## src/sv/sfj_pkg.sv

```systemverilog
// ----------------------------------------------------------------------------
// Spring force and Jacobian package
// Shared widths, result group codes and the output saturation function.
// ----------------------------------------------------------------------------
`default_nettype none

package sfj_pkg;

  // Coordinate, difference, parameter, squared-length, length and value widths.
  localparam int COORD_W = 32;
  localparam int DIFF_W  = 33;
  localparam int PARM_W  = 31;
  localparam int SQ_W    = 66;
  localparam int LEN_W   = 33;
  localparam int VAL_W   = 32;

  // Latency of one pipelined multiplier.
  localparam int MUL_LAT = 5;

  // Width that every intermediate result is widened to before saturation.
  localparam int SAT_W = 130;

  // Stream word widths.
  localparam int S_TDATA_W = 256;
  localparam int M_TDATA_W = 104;

  // Result groups, in the order they leave the block.
  localparam int N_GROUPS = 6;
  localparam logic [2:0] GRP_FORCE  = 3'd0;
  localparam logic [2:0] GRP_DIAG   = 3'd1;
  localparam logic [2:0] GRP_OFF    = 3'd2;
  localparam logic [2:0] GRP_DSTIFF = 3'd3;
  localparam logic [2:0] GRP_DREST  = 3'd4;
  localparam logic [2:0] GRP_ENERGY = 3'd5;

  // Optionally negate, then clamp to the signed 32-bit range; zero forces 0.
  function automatic logic [VAL_W-1:0] sat32(input logic signed [SAT_W-1:0] v,
                                             input logic neg, input logic zero);
    logic signed [SAT_W-1:0] t;
    logic [VAL_W-1:0] r;
    t = neg ? -v : v;
    if ((&t[SAT_W-1:VAL_W-1]) || !(|t[SAT_W-1:VAL_W-1])) begin
      r = t[VAL_W-1:0];
    end else begin
      r = t[SAT_W-1] ? {1'b1, {(VAL_W-1){1'b0}}} : {1'b0, {(VAL_W-1){1'b1}}};
    end
    if (zero) begin
      r = '0;
    end
    return r;
  endfunction

endpackage

`default_nettype wire

```

## src/sv/sfj_mul.sv

```systemverilog
// ----------------------------------------------------------------------------
// Spring force and Jacobian multiplier
// Signed fixed-point product in five stages: magnitudes, 32x32 partial
// products, two adds, then the fraction shift and the sign.
// ----------------------------------------------------------------------------
`default_nettype none

module sfj_mul import sfj_pkg::*; #(
  parameter int WA    = 32,
  parameter int WB    = 32,
  parameter int SHIFT = 16
) (
  input  logic                       clk,
  input  logic                       en,
  input  logic signed [WA-1:0]       a,
  input  logic signed [WB-1:0]       b,
  output logic signed [WA+WB-SHIFT:0] p
);

  localparam int WO = WA + WB - SHIFT + 1;

  logic signed [WA:0] ax;
  logic signed [WB:0] bx;
  logic [WA:0] am;
  logic [WB:0] bm;
  logic [63:0] ma1, mb1;
  logic [63:0] pp00, pp01, pp10, pp11;
  logic [127:0] lo3;
  logic [64:0] mid3;
  logic [127:0] prod4;
  logic [127:0] shf;
  logic signed [WO-1:0] pv;
  logic neg1, neg2, neg3, neg4;

  // Magnitudes; the widened copy keeps the most negative value exact.
  assign ax = a;
  assign bx = b;
  assign am = ax[WA] ? -ax : ax;
  assign bm = bx[WB] ? -bx : bx;

  always_ff @(posedge clk) begin
    if (en) begin
      ma1  <= 64'(am[WA-1:0]);
      mb1  <= 64'(bm[WB-1:0]);
      neg1 <= a[WA-1] ^ b[WB-1];
    end
  end

  // Four 32x32 partial products.
  always_ff @(posedge clk) begin
    if (en) begin
      pp00 <= ma1[31:0] * mb1[31:0];
      pp01 <= ma1[31:0] * mb1[63:32];
      pp10 <= ma1[63:32] * mb1[31:0];
      pp11 <= ma1[63:32] * mb1[63:32];
      neg2 <= neg1;
    end
  end

  // Outer terms do not overlap; the middle terms are summed.
  always_ff @(posedge clk) begin
    if (en) begin
      lo3  <= {pp11, pp00};
      mid3 <= 65'(pp01) + 65'(pp10);
      neg3 <= neg2;
    end
  end

  always_ff @(posedge clk) begin
    if (en) begin
      prod4 <= lo3 + (128'(mid3) << 32);
      neg4  <= neg3;
    end
  end

  // Shifting the magnitude truncates toward zero.
  assign shf = prod4 >> SHIFT;
  assign pv  = WO'(shf);

  always_ff @(posedge clk) begin
    if (en) begin
      p <= neg4 ? -pv : pv;
    end
  end

endmodule

`default_nettype wire

```

## config.mk

```make
export PLATFORM = sky130hd
export DESIGN_NAME = sfj_mul
export DESIGN_NICKNAME = d
export VERILOG_FILES = /design/src/sv/sfj_pkg.sv /design/src/sv/sfj_mul.sv
export SDC_FILE = /design/constraint.sdc
export NUM_CORES = 2
export LEC_CHECK = 0
export BUFFER_PORTS_ARGS = -buffer_cell sky130_fd_sc_hd__buf_4
export CORE_ASPECT_RATIO = 2
export CORE_MARGIN = 2
export CORE_UTILIZATION = 40
export DETAILED_ROUTE_END_ITERATION = 8
export PLACE_DENSITY = 0.61
export REMOVE_ABC_BUFFERS = 1
export SLEW_MARGIN = 40
export SYNTH_ARGS = -nofsm -noshare
export SYNTH_HDL_FRONTEND = slang
export SYNTH_SLANG_ARGS = --single-unit
```

## constraint.sdc

```tcl
create_clock -name clk -period 7.55 [get_ports clk]
set_input_delay 0.755 -clock clk [delete_from_list [all_inputs] [get_ports clk]]
set_output_delay 0.755 -clock clk [all_outputs]
set_load 0.01 [all_outputs]
```

==> flow_summary_export.csv <==
group,metric,value,unit
status,status,"finished, violations left",
status,violations,"setup timing",
drt,routed_wl,127000,um
min_path,holdPathStages,1,
global_route,grt-ovfl-total,0,
yosys,synth.cell_area,43000,um2
sta,worst-slew-pin-transition,0.735,ns
placed_design,dp.cells,5874,
worst_setup_path,critical_path_depth,26,
die,pin_count,115,
sta,slew_viol_final,0,
clock_tree,root_buffer,"clkbuf_16",
yosys,synth-xor-area-share,3.20,%
worst_setup_path,crit_fanout,6,
final_layout,final_nets,5784,
sta,fin_hold_ws,0.327,ns
die,die_w,236,um
yosys,netlist.area_leader.share,41.7,%
yosys,synthTopCellsByCount,"inv_1, fa_1, and2_1, nand2_1, ha_1",
worst_setup_path,path_buf_inv,8,
sta,rsz0062_at_grt,"yes",
clock_tree,clk_pin_slew,0.07,ns
worst_setup_path,r2r-start,"mb1[6]",
worst_setup_path,cp-endpoint,"pp00[41]",
sta,fin_ws,-0.198,ns
die,die_area,110000,um2
worst_setup_path,slowest_stage,"fa_1",
yosys,synth_area_leader_cell,"fa_1",
yosys,synth_compound_gate_area_share,3.82,%
drt,initialDrtViolationCount,1348,
placed_design,dp_hpwl,108000,um
sta,hold_viol_final,0,
placed_design,portBuffers,114,
yosys,yosys.area_share.simple,15.5,%
worst_setup_path,crit_arrival,8.08,ns
yosys,synth_cell_types,62,
sta,slew_headroom,50.6,%
sta,skew,0.0489,ns
drt,first_pass_iters,5,
final_layout,finalNonFillerCells,5962,
global_route,grt_pass1_wl,192000,um
yosys,synthMuxAreaShare,0.0233,%
sta,fin_crit,7.75,ns
placed_design,gp_congestion,0.937,
sta,setup_violations,16,
sta,max_clock_freq,129,MHz
global_route,grt_max_degree,170,
sta,setup_tns,-1.36,ns
yosys,yosys.area_share.adder,49.4,%
die,row_count,170,
worst_setup_path,crit_type,"flop to flop",
final_layout,drive_gt1_share,15.9,%
yosys,synthArstFlopShare,0,%
flow_run,maxCapViolCount,0,
yosys,synth_top_family_by_area,"adder cells",
global_route,grt_usage,23.4,%
worst_setup_path,r2r-end,"pp00[41]",
global_route,grt_pass1_vias,33500,
min_path,min-delay-start,"b[0]",
clock_tree,cts_tree,"built",
global_route,antenna_found_initial,5,
clock_tree,clock_latency,0.63,ns
worst_setup_path,cp_data_required_time,7.89,ns
drt,drt-wirelength-per-cell,21.3,um
die,start_util,40.1,%
worst_setup_path,critPathMaxStageDelay,0.61,ns
worst_setup_path,worstRegToRegCells,26,
clock_tree,clockBufferDepth,3,
die,fp.coreArea,107000,um2
clock_tree,cts_sinks,261,
yosys,synth_edf_count,261,
worst_setup_path,crit_path_start_kind,"flop",
yosys,synth_seq_cells,261,
worst_setup_path,crit_top_cell,"fa_1",
drt,antenna_left,0,
yosys,ys_warn_count,0,
yosys,synthCells,4230,
sta,min_period_over_period,103,%
clock_tree,cts_inserted_buffers,26,
drt,viasPerCell,5.07,
yosys,synth.most_common_cell,"inv_1",
yosys,synthTopCellsByArea,"fa_1, edfxtp_1, and2_1",
drt,num_vias,30200,
final_layout,synthToLayoutAreaGrowth,16.6,%
clock_tree,cts_max_level,1,
yosys,synth_flop_cell,"edfxtp_1",
yosys,ys_seq_area_share,18.2,%
die,die_h,467,um
worst_setup_path,startpoint,"mb1[6]",
drt,drc_errors,0,
yosys,syn_area_per_cell,10.2,um2
worst_setup_path,crit_path_end_kind,"flop",
min_path,hp-class,"input pin to flop",
worst_setup_path,ff2ff_setup_slack,-0.20,ns
worst_setup_path,critPathTopFamily,"adder cells",
==> worst min path at each step <==
stage                         end
final                      mb1[0]
after global routing       mb1[0]
after CTS                  mb1[0]
after detailed placement  lo3[20]
after global placement    lo3[16]
after floorplan           lo3[16]
==> per-layer routing <==
| metal | GRT usage [%] | up-vias | wire length [um] |
|---|---|---|---|
| met5 | 0 | - | 13 |
| met4 | 20.8 | 2 | 13400 |
| met3 | 2.26 | 450 | 3960 |
| met2 | 45.1 | 805 | 70600 |
| met1 | 21.5 | 15600 | 38800 |
| li1 | - | 13400 | - |
==> through the flow <==
| step | util [%] | area (um2) | worst slack (ns) |
|---|---|---|---|
| after floorplan | - | 42100 | 0.121 |
| after global placement | 44.7 | 47800 | -0.525 |
| after detailed placement | 44.8 | 47900 | -0.584 |
| after CTS | 46.1 | 49300 | -0.169 |
| after global routing | 46.8 | 50100 | -0.329 |
| final | 46.8 | 50100 | -0.198 |
==> placed cells by master (no fill, tap or decap), types with 16 or more instances in the layout <==
master	n
xor2_1	16
o21ai_0	55
a21o_1	16
fa_1	859
ha_1	244
o31ai_1	27
fa_2	36
a21oi_2	18
edfxtp_1	261
inv_1	895
and2_1	587
clkbuf_16	27
buf_4	446
nor2_1	24
a21oi_1	48
or3_1	21
nand2_1	508
buf_6	42
buf_12	29
nand4_1	21
xnor2_1	136
ha_4	19
==> cell families after synthesis <==
kind of cell	Yosys count
AO/OA/AOI/OAI	256
XOR/XNOR	157
adder cells (fa/ha/maj)	1158
buffers and inverters	1128
AND/OR/NAND/NOR	1269
flip-flops	261
multiplexers	1
==> sequential cells by signal, summed over array words and instances, names as in the netlist <==
name and count:
lo3 48, ma1 32, mb1 32, neg1 1
neg2 1, neg3 1, neg4 1, p 49
pp00 48, prod4 48
==> what timing repair did <==
item                       in CTS  in global routing
hold buffers                    0                  0
buffers inserted               14                 20
gates resized for setup        97                127
pin swaps                      36                 95
setup endpoints to repair      30                 33
gates cloned                    0                  1
==> cell type report <==
class / instances / area [um2]
Fill cell: 10100 / 56900
Multi-Input combinational cell: 2841 / 31700
Sequential cell: 261 / 7840
Timing Repair Buffer: 521 / 4500
Inverter: 909 / 3410
Tap cell: 1376 / 1720
Clock buffer: 30 / 666
Clock inverter: 18 / 216
Antenna cell: 6 / 15.0
Power is not shown: default switching activity piles up to over one toggle a cycle in this logic, so the estimate is an artifact.
