File: src/sv/sfj_pkg.sv
// ----------------------------------------------------------------------------
// Spring force and Jacobian package
// Shared widths, result group codes and the output saturation function.
// ----------------------------------------------------------------------------
`default_nettype none

package sfj_pkg;

  // Coordinate, difference, parameter, squared-length, length and value widths.
  localparam int COORD_W = 32;
  localparam int DIFF_W  = 33;
  localparam int PARM_W  = 31;
  localparam int SQ_W    = 66;
  localparam int LEN_W   = 33;
  localparam int VAL_W   = 32;

  // Latency of one pipelined multiplier.
  localparam int MUL_LAT = 5;

  // Width that every intermediate result is widened to before saturation.
  localparam int SAT_W = 130;

  // Stream word widths.
  localparam int S_TDATA_W = 256;
  localparam int M_TDATA_W = 104;

  // Result groups, in the order they leave the block.
  localparam int N_GROUPS = 6;
  localparam logic [2:0] GRP_FORCE  = 3'd0;
  localparam logic [2:0] GRP_DIAG   = 3'd1;
  localparam logic [2:0] GRP_OFF    = 3'd2;
  localparam logic [2:0] GRP_DSTIFF = 3'd3;
  localparam logic [2:0] GRP_DREST  = 3'd4;
  localparam logic [2:0] GRP_ENERGY = 3'd5;

  // Optionally negate, then clamp to the signed 32-bit range; zero forces 0.
  function automatic logic [VAL_W-1:0] sat32(input logic signed [SAT_W-1:0] v,
                                             input logic neg, input logic zero);
    logic signed [SAT_W-1:0] t;
    logic [VAL_W-1:0] r;
    t = neg ? -v : v;
    if ((&t[SAT_W-1:VAL_W-1]) || !(|t[SAT_W-1:VAL_W-1])) begin
      r = t[VAL_W-1:0];
    end else begin
      r = t[SAT_W-1] ? {1'b1, {(VAL_W-1){1'b0}}} : {1'b0, {(VAL_W-1){1'b1}}};
    end
    if (zero) begin
      r = '0;
    end
    return r;
  endfunction

endpackage

`default_nettype wire

File: src/sv/sfj_sqrt.sv
// ----------------------------------------------------------------------------
// Spring force and Jacobian square root
// Floor square root of the squared length, one root bit per stage.
// ----------------------------------------------------------------------------
`default_nettype none

module sfj_sqrt import sfj_pkg::*; (
  input  logic             clk,
  input  logic             en,
  input  logic [SQ_W-1:0]  rad,
  output logic [LEN_W-1:0] root
);

  localparam int REM_W = LEN_W + 2;

  logic [SQ_W-1:0]  rad_r  [LEN_W];
  logic [LEN_W-1:0] root_r [LEN_W];
  logic [REM_W-1:0] rem_r  [LEN_W];

  genvar g;
  generate
    for (g = 0; g < LEN_W; g++) begin : g_step
      logic [SQ_W-1:0]  rad_p;
      logic [LEN_W-1:0] root_p;
      logic [REM_W-1:0] rem_p;
      logic [REM_W+1:0] rem2, trial, diff;
      logic ge;

      if (g == 0) begin : g_first
        assign rad_p  = rad;
        assign root_p = '0;
        assign rem_p  = '0;
      end else begin : g_next
        assign rad_p  = rad_r[g-1];
        assign root_p = root_r[g-1];
        assign rem_p  = rem_r[g-1];
      end

      // Bring down the next bit pair and try the trial subtrahend.
      assign rem2  = {rem_p, rad_p[SQ_W-1 -: 2]};
      assign trial = (REM_W+2)'({root_p, 2'b01});
      assign diff  = rem2 - trial;
      assign ge    = (rem2 >= trial);

      always_ff @(posedge clk) begin
        if (en) begin
          rad_r[g]  <= rad_p << 2;
          root_r[g] <= {root_p[LEN_W-2:0], ge};
          rem_r[g]  <= ge ? diff[REM_W-1:0] : rem2[REM_W-1:0];
        end
      end
    end
  endgenerate

  assign root = root_r[LEN_W-1];

endmodule

`default_nettype wire

File: config.mk
export PLATFORM = sky130hd
export DESIGN_NAME = sfj_sqrt
export DESIGN_NICKNAME = d
export VERILOG_FILES = /design/src/sv/sfj_pkg.sv /design/src/sv/sfj_sqrt.sv
export SDC_FILE = /design/constraint.sdc
export NUM_CORES = 2
export LEC_CHECK = 0
export BUFFER_PORTS_ARGS = -buffer_cell sky130_fd_sc_hd__buf_2
export CORE_MARGIN = 4
export CORE_UTILIZATION = 42
export CTS_CLUSTER_DIAMETER = 60
export DETAILED_ROUTE_END_ITERATION = 10
export PLACE_DENSITY = 0.68
export SLEW_MARGIN = 25
export SYNTH_ARGS = -nofsm -noshare
export SYNTH_HDL_FRONTEND = slang
export SYNTH_MEMORY_MAX_BITS = 65536
export SYNTH_SLANG_ARGS = --single-unit
File: constraint.sdc
create_clock -name clk -period 3.4 [get_ports clk]
set_input_delay 0.51 -clock clk [delete_from_list [all_inputs] [get_ports clk]]
set_output_delay 0.51 -clock clk [all_outputs]
set_load 0.03 [all_outputs]
==> impl_metrics.xml <==
<?xml version="1.0" encoding="UTF-8"?>
<metrics>
  <group name="timing">
    <metric name="maxSlewViolCount" unit="">0</metric>
    <metric name="finalClockSkew" unit="ns">0.0619</metric>
    <metric name="post-route-worst-setup-slack" unit="ns">-0.0627</metric>
    <metric name="finalCritPeriodShare" unit="%">102</metric>
    <metric name="worst_pin_slew" unit="ns">0.770</metric>
    <metric name="grt_setup_unrepaired" unit="">yes</metric>
    <metric name="post-route-min-period" unit="ns">3.46</metric>
    <metric name="timing.hold.ws" unit="ns">0.0819</metric>
    <metric name="final-hold-violation-count" unit="">0</metric>
    <metric name="setup_viol" unit="">7</metric>
    <metric name="relSlewSlack" unit="%">48.0</metric>
    <metric name="achievable-frequency" unit="GHz">0.289</metric>
  </group>
  <group name="drt">
    <metric name="drt_first_pass_iters" unit="">5</metric>
    <metric name="route.detailed.drc" unit="">0</metric>
    <metric name="wire_per_inst" unit="um">18.1</metric>
    <metric name="detailroute.via_count" unit="">78100</metric>
    <metric name="routed_wirelength" unit="um">269000</metric>
    <metric name="ant_nets" unit="">0</metric>
    <metric name="drt_iter0_markers" unit="">5661</metric>
    <metric name="route.detailed.vias_per_inst" unit="">5.25</metric>
  </group>
  <group name="placed_design">
    <metric name="place.detailed.instances" unit="">14200</metric>
    <metric name="place_congestion" unit="">0.912</metric>
    <metric name="half_perimeter_wire_length_after_placement" unit="um">194000</metric>
    <metric name="setup_ws_pre_cts" unit="ns">-0.338</metric>
    <metric name="io_buffer_count" unit="">100</metric>
  </group>
  <group name="layout">
    <metric name="final_cells" unit="">14900</metric>
    <metric name="drive_above_1_share" unit="%">15.6</metric>
    <metric name="final_nets" unit="">11400</metric>
    <metric name="syn_to_final_growth" unit="%">19.0</metric>
    <metric name="final_util" unit="%">50.3</metric>
  </group>
  <group name="cts">
    <metric name="cts_tree" unit="">built</metric>
    <metric name="htree_num_levels" unit="">5</metric>
    <metric name="cts-root-buf" unit="">clkbuf_16</metric>
    <metric name="clock-sinks" unit="">2684</metric>
    <metric name="worst_skew_pair.late_latency" unit="ns">0.88</metric>
    <metric name="tritoncts.num_buffers" unit="">305</metric>
    <metric name="maximum_buffer_depth_of_the_clock_tree" unit="">4</metric>
    <metric name="clk_transition_reported_paths" unit="ns">0.06</metric>
  </group>
  <group name="floorplanning">
    <metric name="dieHeight" unit="um">553</metric>
    <metric name="floorplan.die.width" unit="um">553</metric>
    <metric name="design.die.area" unit="um2">305000</metric>
    <metric name="core" unit="um2">295000</metric>
    <metric name="initial_core_util" unit="%">42.3</metric>
    <metric name="row_count" unit="">199</metric>
    <metric name="io-pin-count" unit="">101</metric>
  </group>
  <group name="job">
    <metric name="max-cap-violations" unit="">0</metric>
  </group>
  <group name="min_path">
    <metric name="hold_path.class" unit="">input port to flop</metric>
  </group>
  <group name="global_route">
    <metric name="gr-usage-met1" unit="%">20.9</metric>
    <metric name="initial_antenna_violation_count" unit="">0</metric>
    <metric name="grt_pass1_wl" unit="um">421000</metric>
    <metric name="grt_resource_usage_total" unit="%">16.9</metric>
    <metric name="m3_gr_usage" unit="%">2.03</metric>
    <metric name="grt_max_degree" unit="">117</metric>
    <metric name="groute.layer.met2.usage" unit="%">29.8</metric>
    <metric name="busiest_layer" unit="">met2</metric>
    <metric name="grt_pass1_vias" unit="">78300</metric>
    <metric name="grt_overflow" unit="">0</metric>
  </group>
  <group name="logic_synthesis">
    <metric name="synth_enable_flop_cells" unit="">2684</metric>
    <metric name="post_synth_inst_count" unit="">9698</metric>
    <metric name="yosys_warnings" unit="">0</metric>
    <metric name="syn_area_per_cell" unit="um2">12.8</metric>
    <metric name="ys_dominant_reg_cell" unit="">edfxtp_1</metric>
    <metric name="syn-num-nets" unit="">10400</metric>
    <metric name="synth.cell_area" unit="um2">125000</metric>
    <metric name="ffs_w_async_s_r_synth" unit="%">0</metric>
    <metric name="yosys.cell_types.count" unit="">92</metric>
    <metric name="synth.ff_latch_count" unit="">2684</metric>
    <metric name="synth_seq_area_share" unit="%">64.7</metric>
  </group>
  <group name="setup_path">
    <metric name="crit_path_start_kind" unit="">flop</metric>
    <metric name="cp_data_arrival_time" unit="ns">4.07</metric>
    <metric name="cp.required" unit="ns">4.01</metric>
    <metric name="critPathKind" unit="">flop to flop</metric>
    <metric name="crit_path_end_kind" unit="">flop</metric>
    <metric name="critical_path.max_fanout" unit="">3</metric>
  </group>
  <group name="power">
    <metric name="total_power" unit="mW">98.6</metric>
    <metric name="max-vdd-ir-drop" unit="mV">0.523</metric>
    <metric name="leakagePower" unit="nW">57.3</metric>
    <metric name="cellPowerDensity" unit="nW/um2">665</metric>
  </group>
  <group name="outcome">
    <metric name="status" unit="">finished with violations</metric>
    <metric name="failed_checks" unit="">setup timing</metric>
  </group>
</metrics>
## critical path, cell delays in order, from the launching register on
cell      delay [ns]
edfxtp_1        0.38
or4_4           0.55
or4_4           0.43
nand3b_4        0.17
or4_4           0.46
o211ai_4        0.21
nor3_4          0.06
or3_4           0.36
or4_4           0.43
xnor2_1         0.14
## layer usage
| layer | up-vias | part of all wire (%) |
|---|---|---|
| li1 | 37800 | - |
| met1 | 37700 | 42 |
| met2 | 1953 | 50 |
| met3 | 665 | 4.0 |
| met4 | 0 | 4.5 |
| met5 | - | 0 |
## what timing repair did
| item | 4_1_cts | 5_1_grt |
|---|---|---|
| pin swaps | 20 | 98 |
| buffers inserted | 12 | 53 |
| hold buffers | 67 | 0 |
| endpoints found under the hold margin | 67 | 0 |
| setup endpoints to repair | 230 | 497 |
| resized for setup | 90 | 326 |
| gates cloned | 2 | 2 |
## final timing paths
check | from | endpoint | slack, ns | cells after the start
worst max-delay path | rem_r[0][110] | rem_r[0][149] | -0.06 | 9
worst min register to register | rad_r[0][949] | rad_r[0][1015] | 0.39 | 0
worst min-delay path | en | rad_r[0][24] | 0.08 | 1
worst max register to register | rem_r[0][110] | rem_r[0][149] | -0.06 | 9
## metrics by stage
stage	cell area [um2]	TNS, ns
after global placement	135000	-13.78
final	148000	-0.186
after global routing	148000	-5.67
after detailed placement	135000	-14.49
after floorplan	125000	-2.02
after CTS	146000	-0.202
## Yosys cell counts (all sizes together) (22+ instances only)
cell | instances | area (um2)
a211oi | 48 | 365
a21o | 234 | 1760
a21oi | 576 | 2880
a31oi | 55 | 344
and2 | 32 | 200
and3 | 49 | 307
clkbuf | 170 | 638
edfxtp | 2684 | 80600
ha | 596 | 7460
inv | 771 | 2890
mux2 | 56 | 631
nand2 | 762 | 2860
nand2b | 118 | 738
nand3 | 161 | 811
nand3b | 26 | 208
nand4 | 97 | 607
nor2 | 597 | 2240
nor2b | 86 | 541
nor3 | 272 | 1370
nor3b | 22 | 170
nor4 | 112 | 701
o211ai | 31 | 238
o21a | 95 | 713
o21ai | 544 | 2720
o21bai | 53 | 398
o31ai | 73 | 548
or2 | 49 | 309
or3 | 105 | 657
or4 | 65 | 507
xnor2 | 437 | 3830
xor2 | 459 | 4020
## registers in the layout, summed over array words and instances (netlist names)
signal and flops:
rem_r 1067, rad_r 1056, root_r 561
## where the power goes
| group | leakage (nW) | switching, mW | internal (mW) |
|---|---|---|---|
| clock network | 4.90 | 13.3 | 19.4 |
| registers | 25.8 | 2.90 | 41.8 |
| logic | 26.6 | 11.9 | 9.32 |
| total | 57.3 | 28.1 | 70.5 |
## area by class of cell
class	count	area [um2]
diodes	1	2.50
clock inverters	202	2190
flip-flops and latches	2684	80600
repair buffers	887	7410
clock buffers	350	7950
multi-input cells	6057	42300
well taps	3919	4900
inverters	775	2910
fillers	24800	146000
## cells by family after synthesis
group,Yosys count,share of synthesized area (%)
flip-flops,2684,64.7
AO/OA/AOI/OAI,1894,9.32
adder cells (fa/ha/maj),596,5.99
multiplexers,71,0.627
buffers and inverters,958,2.90
other,1,0.00301
XOR/XNOR,896,6.30
AND/OR/NAND/NOR,2598,10.2
## placed cells by master (no fill, tap or decap), drive strengths merged, types with 112 or more instances in the layout
master	n
a21o	234
buf	818
o21ai	544
clkinv	134
clkbuf	352
edfxtp	2684
inv	792
nand2b	118
xnor2	437
nor3	272
nor4	112
nand3	161
nand2	763
ha	596
nor2	597
a21oi	576
xor2	459
(Power assumes the default switching activity.)
