===== config.mk =====
export PLATFORM = sky130hd
export DESIGN_NAME = sfj_dly
export DESIGN_NICKNAME = d
export VERILOG_FILES = /design/src/sv/sfj_dly.sv
export SDC_FILE = /design/constraint.sdc
export NUM_CORES = 1
export LEC_CHECK = 0
export BUFFER_PORTS_ARGS = -buffer_cell sky130_fd_sc_hd__buf_2
export CAP_MARGIN = 10
export CORE_AREA = 2 2 40 42
export DETAILED_ROUTE_END_ITERATION = 8
export DIE_AREA = 0 0 42 44
export GPL_ROUTABILITY_DRIVEN = 1
export HOLD_SLACK_MARGIN = 0.08
export PLACE_DENSITY = 0.75
export SYNTH_ARGS = -nofsm -noshare
export SYNTH_HDL_FRONTEND = slang
export SYNTH_SLANG_ARGS = --single-unit
export TNS_END_PERCENT = 20

===== constraint.sdc =====
create_clock -name clk -period 1.4 [get_ports clk]
set_clock_uncertainty 0.1 [all_clocks]
set_input_delay 0.07 -clock clk [delete_from_list [all_inputs] [get_ports clk]]
set_output_delay 0.07 -clock clk [all_outputs]
set_load 0.005 [all_outputs]

===== src/sv/sfj_dly.sv =====
// ----------------------------------------------------------------------------
// Spring force and Jacobian delay line
// Shift register that carries side data alongside the arithmetic units.
// ----------------------------------------------------------------------------
`default_nettype none

module sfj_dly #(
  parameter int W     = 8,
  parameter int DEPTH = 2
) (
  input  logic         clk,
  input  logic         en,
  input  logic [W-1:0] d,
  output logic [W-1:0] q
);

  logic [W-1:0] sr [DEPTH];

  // Every tap moves one place when the pipeline advances.
  always_ff @(posedge clk) begin
    if (en) begin
      sr[0] <= d;
      for (int i = 1; i < DEPTH; i++) begin
        sr[i] <= sr[i-1];
      end
    end
  end

  assign q = sr[DEPTH-1];

endmodule

`default_nettype wire


==> results_dict.tcl, run 1 <==
set metrics [dict create \
    fp-row-count 14 \
    swShare_pct 16.6 \
    async_reset_ff_share_pct 0 \
    drv_slew 0 \
    finalInstanceArea_um2 688 \
    initial_core_util_pct 38.1 \
    numCtsBuffers 3 \
    worst_hold_path_type "input port to flip-flop" \
    synth.most_common_cell "edfxtp_1" \
    grt_pass1_vias 245 \
    fp.dieArea_um2 1850 \
    wl_um 544 \
    path_cells "buf_2" \
    fp.dieW_um 42 \
    cts_root_buf "clkbuf_4" \
    crit_family "flip-flops" \
    fin_util_pct 48.5 \
    maxCapViolations 0 \
    period_share_pct 66.7 \
    synth_cell_types 2 \
    slowest_delay_ns 0.37 \
    power_leakage_uw 0.000271 \
    largest_register "sr" \
    seqPwrFrac_pct 68.5 \
    finalNetCount 56 \
    grt_pass1_wl_um 945 \
    track_usage_pct 7.30 \
    cts_tree "yes" \
    synth_common_cells "edfxtp_1, buf_4" \
    cp_data_arrival_time_ns 0.76 \
    hold_ws_ns 0.114 \
    core-area_um2 1420 \
    rsz0062_at_grt "false" \
    reg2reg_setup_slack_ns 0.67 \
    die_h_um 44 \
    yosys_register_bits 16 \
    ir_drop_uv 523 \
    grt_max_degree 17 \
    synth-edff-count 16 \
    fmax_mhz 1070 \
    synth.area.top_cells "edfxtp_1, buf_4" \
    postRouteAntennaNets 0 \
    clk_latency_ns 0.26 \
    gp_congestion 0.658 \
    vias 241 \
    yosysWarnings 0 \
    synth_cells 24 \
    clkPwrFrac_pct 25.3 \
    ioPinCount 18 \
    required_ns 1.23 \
    p_int_uw 699 \
    portBuffers 17 \
    multi_input_gates 0 \
    critPathBufInv 1 \
    critPathSlowestCell "edfxtp_1" \
    cts.path.max_buffers 2 \
    multi_input_area_um2 0 \
    setup.worst_path.end_class "output port" \
    finalPower_uw 838 \
    wl_per_cell_um 9.07 \
    synth_seq_area_share_pct 88.9 \
    drc 0 \
    syn-num-nets 34 \
    drtIter0Drc 2 \
    final-setup-viol-count 0 \
    firstDrtPassIters 2 \
    largestRegisters "sr: 16 flops" \
    clk_pin_slew_ns 0.08 \
    p_sw_uw 139 \
    overflow 0 \
    htree_levels 1 \
    dpl_cell_area_um2 586 \
    critPathMaxFanout 1 \
    yosys_most_used_dff "edfxtp_1" \
    worstSetupStartpointType "flip-flop" \
    crit_type "flip-flop to output port" \
    antenna_found_initial 0 \
    largest_reg_flops 16 \
    drive_gt1_share_pct 45.5 \
    finalSetupTns_ns 0 \
    synth_top_area_cell "edfxtp_1" \
    insertedDiodeCount 0 \
    combPwrFrac_pct 6.2 \
    outcome "complete, no violations" \
    synth_top_area_share_pct 88.9 \
    hold_viol 0 \
    syn2layout_area_growth_pct 27.3 \
    relSlewSlack_pct 78.5 \
    finalCriticalPeriod_ns 0.934 \
    synth_area_um2 541 \
    avgSynthCellArea_um2 22.5 \
    p_per_area_nw_per_um2 1220 \
    viasPerCell 4.02 \
    tightest_slew_ns 0.323 \
    cts_sinks 16 \
]
## final timing paths
| path | end | depth (start not counted) | from |
|---|---|---|---|
| hold reg to reg | sr[0][12] | 0 | sr[0][4] |
| setup / recovery | q[2] | 1 | sr[0][10] |
| hold / removal | sr[0][5] | 1 | en |
| setup reg to reg | sr[0][8] | 0 | sr[0][0] |
## timing repair
action,CTS,global route
endpoints found under the hold margin,8,0
buffers inserted,0,0
gates resized for setup,0,0
hold buffers,8,0
## area by class of cell
| class | instances | area [um2] |
|---|---|---|
| clock buffers | 3 | 22.5 |
| fillers | 122 | 731 |
| flip-flops and latches | 16 | 480 |
| well taps | 16 | 20.0 |
| repair buffers | 25 | 165 |
## cells by family after synthesis
| logic type | synth area share, % |
|---|---|
| flip-flops | 88.9 |
| buffers and inverters | 11.1 |
## routing by layer
metal  part of all wire (%)  vias to the layer above  track usage (%)  wire, um
li1                       -                      120                -         -
met1                     37                      104             6.67       201
met2                     49                       17             11.6       268
met3                     14                        0             4.58        74
met4                      0                        0             5.81         0
met5                      0                        -                0         0
## layout by cell type (no fill, tap or decap)
master / synthesis / layout
buf_2: 0 / 17
clkbuf_4: 0 / 3
dlygate4sd3_1: 0 / 8
edfxtp_1: 16 / 16
## per-stage QoR
| step | instances | setup slack (ns) |
|---|---|---|
| finish | 60 | 0.466 |
| floorplan | 24 | 0.711 |
| global placement | 49 | 0.609 |
| global route | 60 | 0.421 |
| CTS | 60 | 0.447 |
| detailed placement | 49 | 0.594 |
## power by group through the flow
stage	clock network [uW]	logic [uW]	registers, uW
6_report	212	52.3	574
5_1_grt	250	59.6	577
3_5_place_dp	0	36.4	586
3_3_place_gp	0	35.2	585
2_1_floorplan	0	22.8	584
4_1_cts	225	53.0	575
No activity file was read; power rests on OpenSTA's default activity.
==> run 2: changes to the inputs <==
- PLACE_DENSITY: 0.75 -> 0.77
- clock period: 1.4 -> 0.8 ns (I/O delays scaled with it)
==> run 2 against run 1 <==
Effect of this change: the run now ends with negative setup slack left; design area is 2.9% higher; total power is 76% higher; routed wire length is 0.18% lower; core utilization is 1.4 points higher; first-iteration DRC count stayed put; setup slack worse by 0.58 ns; count of clock-buffer cells in the layout stayed put; register-to-register slack worse by 0.59 ns; critical path type unchanged; die area stayed put; via count is 6.6% lower; critical endpoint is now q[5].
==> results_dict.tcl, run 2 (synthesis gave the netlist of run 1 again) <==
set metrics [dict create \
    outcome "complete, but fails checks" \
    violations "negative setup slack" \
    numCtsBuffers 3 \
    wl_per_cell_um 8.90 \
    finalNonFillerCells 61 \
    multi_input_area_um2 0 \
    required_ns 0.66 \
    cts_sinks 16 \
    hold_buffers 8 \
    htree_levels 1 \
    drv_slew 0 \
    critPathBufInv 1 \
    period_share_pct 114 \
    grt_pass1_vias 211 \
    slowest_delay_ns 0.37 \
    p_per_area_nw_per_um2 2090 \
    die_h_um 44 \
    largestRegisters "sr: 16 flops" \
    finalInstanceArea_um2 708 \
    final-setup-viol-count 8 \
    fp.dieW_um 42 \
    cp_data_arrival_time_ns 0.77 \
    overflow 0 \
    finalCriticalPeriod_ns 0.911 \
    critPathSlowestCell "edfxtp_1" \
    fmax_mhz 1100 \
    clk_pin_slew_ns 0.08 \
    setup.worst_path.end_class "output port" \
    syn2layout_area_growth_pct 31.0 \
    dp_slack_ns 0.0883 \
    nFillCells 123 \
    relSlewSlack_pct 94.4 \
    worst_hold_path_type "input port to flip-flop" \
    tightest_slew_ns 0.0847 \
    rsz0062_at_grt "true" \
    critPathMaxFanout 1 \
    largest_register "sr" \
    cts_tree "yes" \
    firstDrtPassIters 2 \
    grt_max_degree 17 \
    gp_congestion 0.615 \
    viasPerCell 3.69 \
    cts.path.max_buffers 2 \
    fin_ws_ns -0.111 \
    grt_util_met3_pct 2.08 \
    top_usage_layer "met2" \
    track_usage_pct 6.48 \
    clk_latency_ns 0.26 \
    seq_area_um2 480 \
    portBuffers 17 \
    path_cells "buf_2" \
    hold_viol 0 \
    crit_type "flip-flop to output port" \
    dp.cells 50 \
    largest_reg_flops 16 \
    vias 225 \
    drc 0 \
    crit_family "flip-flops" \
    grt_util_met1_pct 5.26 \
    maxCapViolations 0 \
    dpl_cell_area_um2 606 \
    antenna_found_initial 0 \
    grt_pass1_wl_um 800 \
    ioPinCount 18 \
    wl_um 543 \
    ir_drop_uv 1130 \
    initial_core_util_pct 38.1 \
    insertedDiodeCount 0 \
    finalNetCount 57 \
    worstSetupStartpointType "flip-flop" \
    fp.dieArea_um2 1850 \
    power_leakage_uw 0.000280 \
    ctsResizeCount 0 \
    met2_usage_pct 11.3 \
    final_common_cell "buf_2" \
    cts_root_buf "clkbuf_4" \
    multi_input_gates 0 \
    drive_gt1_share_pct 46.7 \
    fin_util_pct 49.9 \
    fp-row-count 14 \
    core-area_um2 1420 \
    drtIter0Drc 2 \
    final_cell_mix "buf_2, edfxtp_1, dlygate4sd3_1" \
    postRouteAntennaNets 0 \
]
==> run 2: path summary, 6_finish.rpt <==
kind / startpoint / end / slack (ns) / cells past startpoint
setup / recovery: sr[0][13] / q[5] / -0.11 / 1
hold reg to reg: sr[0][4] / sr[0][12] / 0.32 / 0
hold / removal: en / sr[0][10] / 0.04 / 2
setup reg to reg: sr[0][1] / sr[0][9] / 0.08 / 0
==> run 2: metrics by stage <==
stage / power, uW / hold slack (ns) / TNS (ns)
after floorplan: 1060 / 0.0389 / 0
after global placement: 1100 / 0.118 / 0
after detailed placement: 1100 / 0.118 / 0
after CTS: 1500 / 0.0322 / -0.874
after global routing: 1540 / 0.0446 / -1.09
final: 1480 / 0.0401 / -0.734
==> run 2: power breakdown <==
part	switching, uW	internal (uW)
clock network	197	174
registers	11.2	992
logic	37.2	67.0
total	246	1230
==> run 2: final cells by class <==
class | count | share of cell area (%)
sequential | 16 | 67.8
tap | 16 | 2.83
timing repair buffer | 26 | 26.1
clock buffer | 3 | 3.18
==> run 2: routing by layer <==
layer	vias up	share of wire [%]
met4	0	0
met1	87	41
met5	-	0
li1	123	-
met2	15	47
met3	0	11
==> run 2: what timing repair did <==
action                                 in CTS  in global routing
setup buffers                               0                  0
endpoints found under the hold margin      24                 16
gates cloned                                0                  0
setup endpoints to repair                   8                  8
pin swaps                                   0                  0
==> run 3: changes to the inputs <==
- PLACE_DENSITY: 0.77 -> 0.73
- TNS_END_PERCENT: 20 -> unset
==> run 3 against run 2 <==
Effect of this change: the flow still finishes with violations (negative setup slack); total power decreased by 0.15%; routed wire length decreased by 5.2%; combinational power about the same; sequential share of layout area unchanged; largest cell class unchanged.
==> results_dict.tcl, run 3 (synthesis gave the netlist of run 1 again) <==
set metrics [dict create \
    vias 232 \
    core-area_um2 1420 \
    insertedDiodeCount 0 \
    finalNonFillerCells 61 \
    grt_pass1_wl_um 807 \
    largest_register "sr" \
    final-setup-viol-count 8 \
    cts.path.max_buffers 2 \
    worstSetupStartpointType "flip-flop" \
    die_h_um 44 \
    clk_pin_slew_ns 0.08 \
    reg2reg_setup_slack_ns 0.08 \
    r2r-start "sr[0][3]" \
    final_cell_mix "buf_2, edfxtp_1, dlygate4sd3_1" \
    drc 0 \
    hold_buffers 8 \
    path_cells "buf_2" \
    grt_max_degree 17 \
    numCtsBuffers 3 \
    fin_util_pct 49.9 \
    wl_per_cell_um 8.44 \
    relSlewSlack_pct 94.4 \
    tightest_slew_ns 0.0843 \
    ir_drop_uv 1080 \
    hold_viol 0 \
    cts_sinks 16 \
    initial_core_util_pct 38.1 \
    clk_latency_ns 0.26 \
    syn2layout_area_growth_pct 31.0 \
    cp.depth 1 \
    hold_ws_ns 0.0379 \
    rr_worst_depth 0 \
    startpoint "sr[0][14]" \
    viasPerCell 3.80 \
    drv_slew 0 \
    final_common_cell "buf_2" \
    worstHoldStart "en" \
    antenna_found_initial 0 \
    track_usage_pct 6.73 \
    rsz0062_at_grt "true" \
    largest_reg_flops 16 \
    fp-row-count 14 \
    worst_hold_path_type "input port to flip-flop" \
    critPathBufInv 1 \
    slowest_delay_ns 0.36 \
    dp.cells 50 \
    portBuffers 17 \
    violations "negative setup slack" \
    drive_gt1_share_pct 46.7 \
    multi_input_gates 0 \
    firstDrtPassIters 3 \
    ioPinCount 18 \
    fin_ws_ns -0.0958 \
    outcome "complete, but fails checks" \
    period_share_pct 112 \
    drtIter0Drc 4 \
    p_per_area_nw_per_um2 2080 \
    fp.dieArea_um2 1850 \
    finalNetCount 57 \
    fmax_mhz 1120 \
    fp.dieW_um 42 \
    crit_end "q[6]" \
    critPathSlowestCell "edfxtp_1" \
    grt_pass1_vias 194 \
    r2r-end "sr[0][11]" \
    cts_setup_buffers 0 \
    crit_family "flip-flops" \
    crit_type "flip-flop to output port" \
    critPathMaxFanout 1 \
    ctsResizeCount 0 \
    cp_data_arrival_time_ns 0.76 \
    setup.worst_path.end_class "output port" \
    cts_tree "yes" \
    required_ns 0.66 \
    htree_levels 1 \
    overflow 0 \
    largestRegisters "sr: 16 flops" \
    postRouteAntennaNets 0 \
    wl_um 515 \
    multi_input_area_um2 0 \
    power_leakage_uw 0.000280 \
    cts_root_buf "clkbuf_4" \
    maxCapViolations 0 \
    finalCriticalPeriod_ns 0.896 \
    gp_congestion 0.631 \
]
run 3: power breakdown:
part	switching, uW	internal (uW)	total (uW)	leakage, uW
clock	196	174	370	0.0000138
combinational	36.9	67.0	104	0.000110
sequential	10.6	992	1000	0.000157
run 3: layout make-up:
class	instances	area [um2]
Clock buffer	3	22.5
Fill cell	126	711
Sequential cell	16	480
Tap cell	16	20.0
Timing Repair Buffer	26	185
run 3: how the worst min path moves through the flow:
stage,endpoint,slack (ns),cells after the start
final,sr[0][6],0.04,2
after global routing,sr[0][4],0.03,2
after global placement,sr[0][1],0.12,1
after detailed placement,sr[0][5],0.12,1
after floorplan,sr[0][0],0.04,0
after CTS,sr[0][3],0.03,2
run 3: layer usage:
layer | vias up | track usage [%] | wire length, um
li1 | 125 | - | -
met1 | 92 | 6.32 | 194
met2 | 15 | 8.75 | 257
met3 | 0 | 3.75 | 64
met4 | 0 | 9.68 | 0
met5 | - | 0 | 0
run 3: stage by stage:
stage | TNS (ns) | setup WS (ns) | power (uW) | instance area (um2)
after floorplan | 0 | 0.111 | 1060 | 541
after global placement | 0 | 0.105 | 1100 | 606
after detailed placement | 0 | 0.0807 | 1100 | 606
after CTS | -0.871 | -0.114 | 1500 | 708
after global routing | -1.13 | -0.153 | 1560 | 708
final | -0.725 | -0.0958 | 1480 | 708
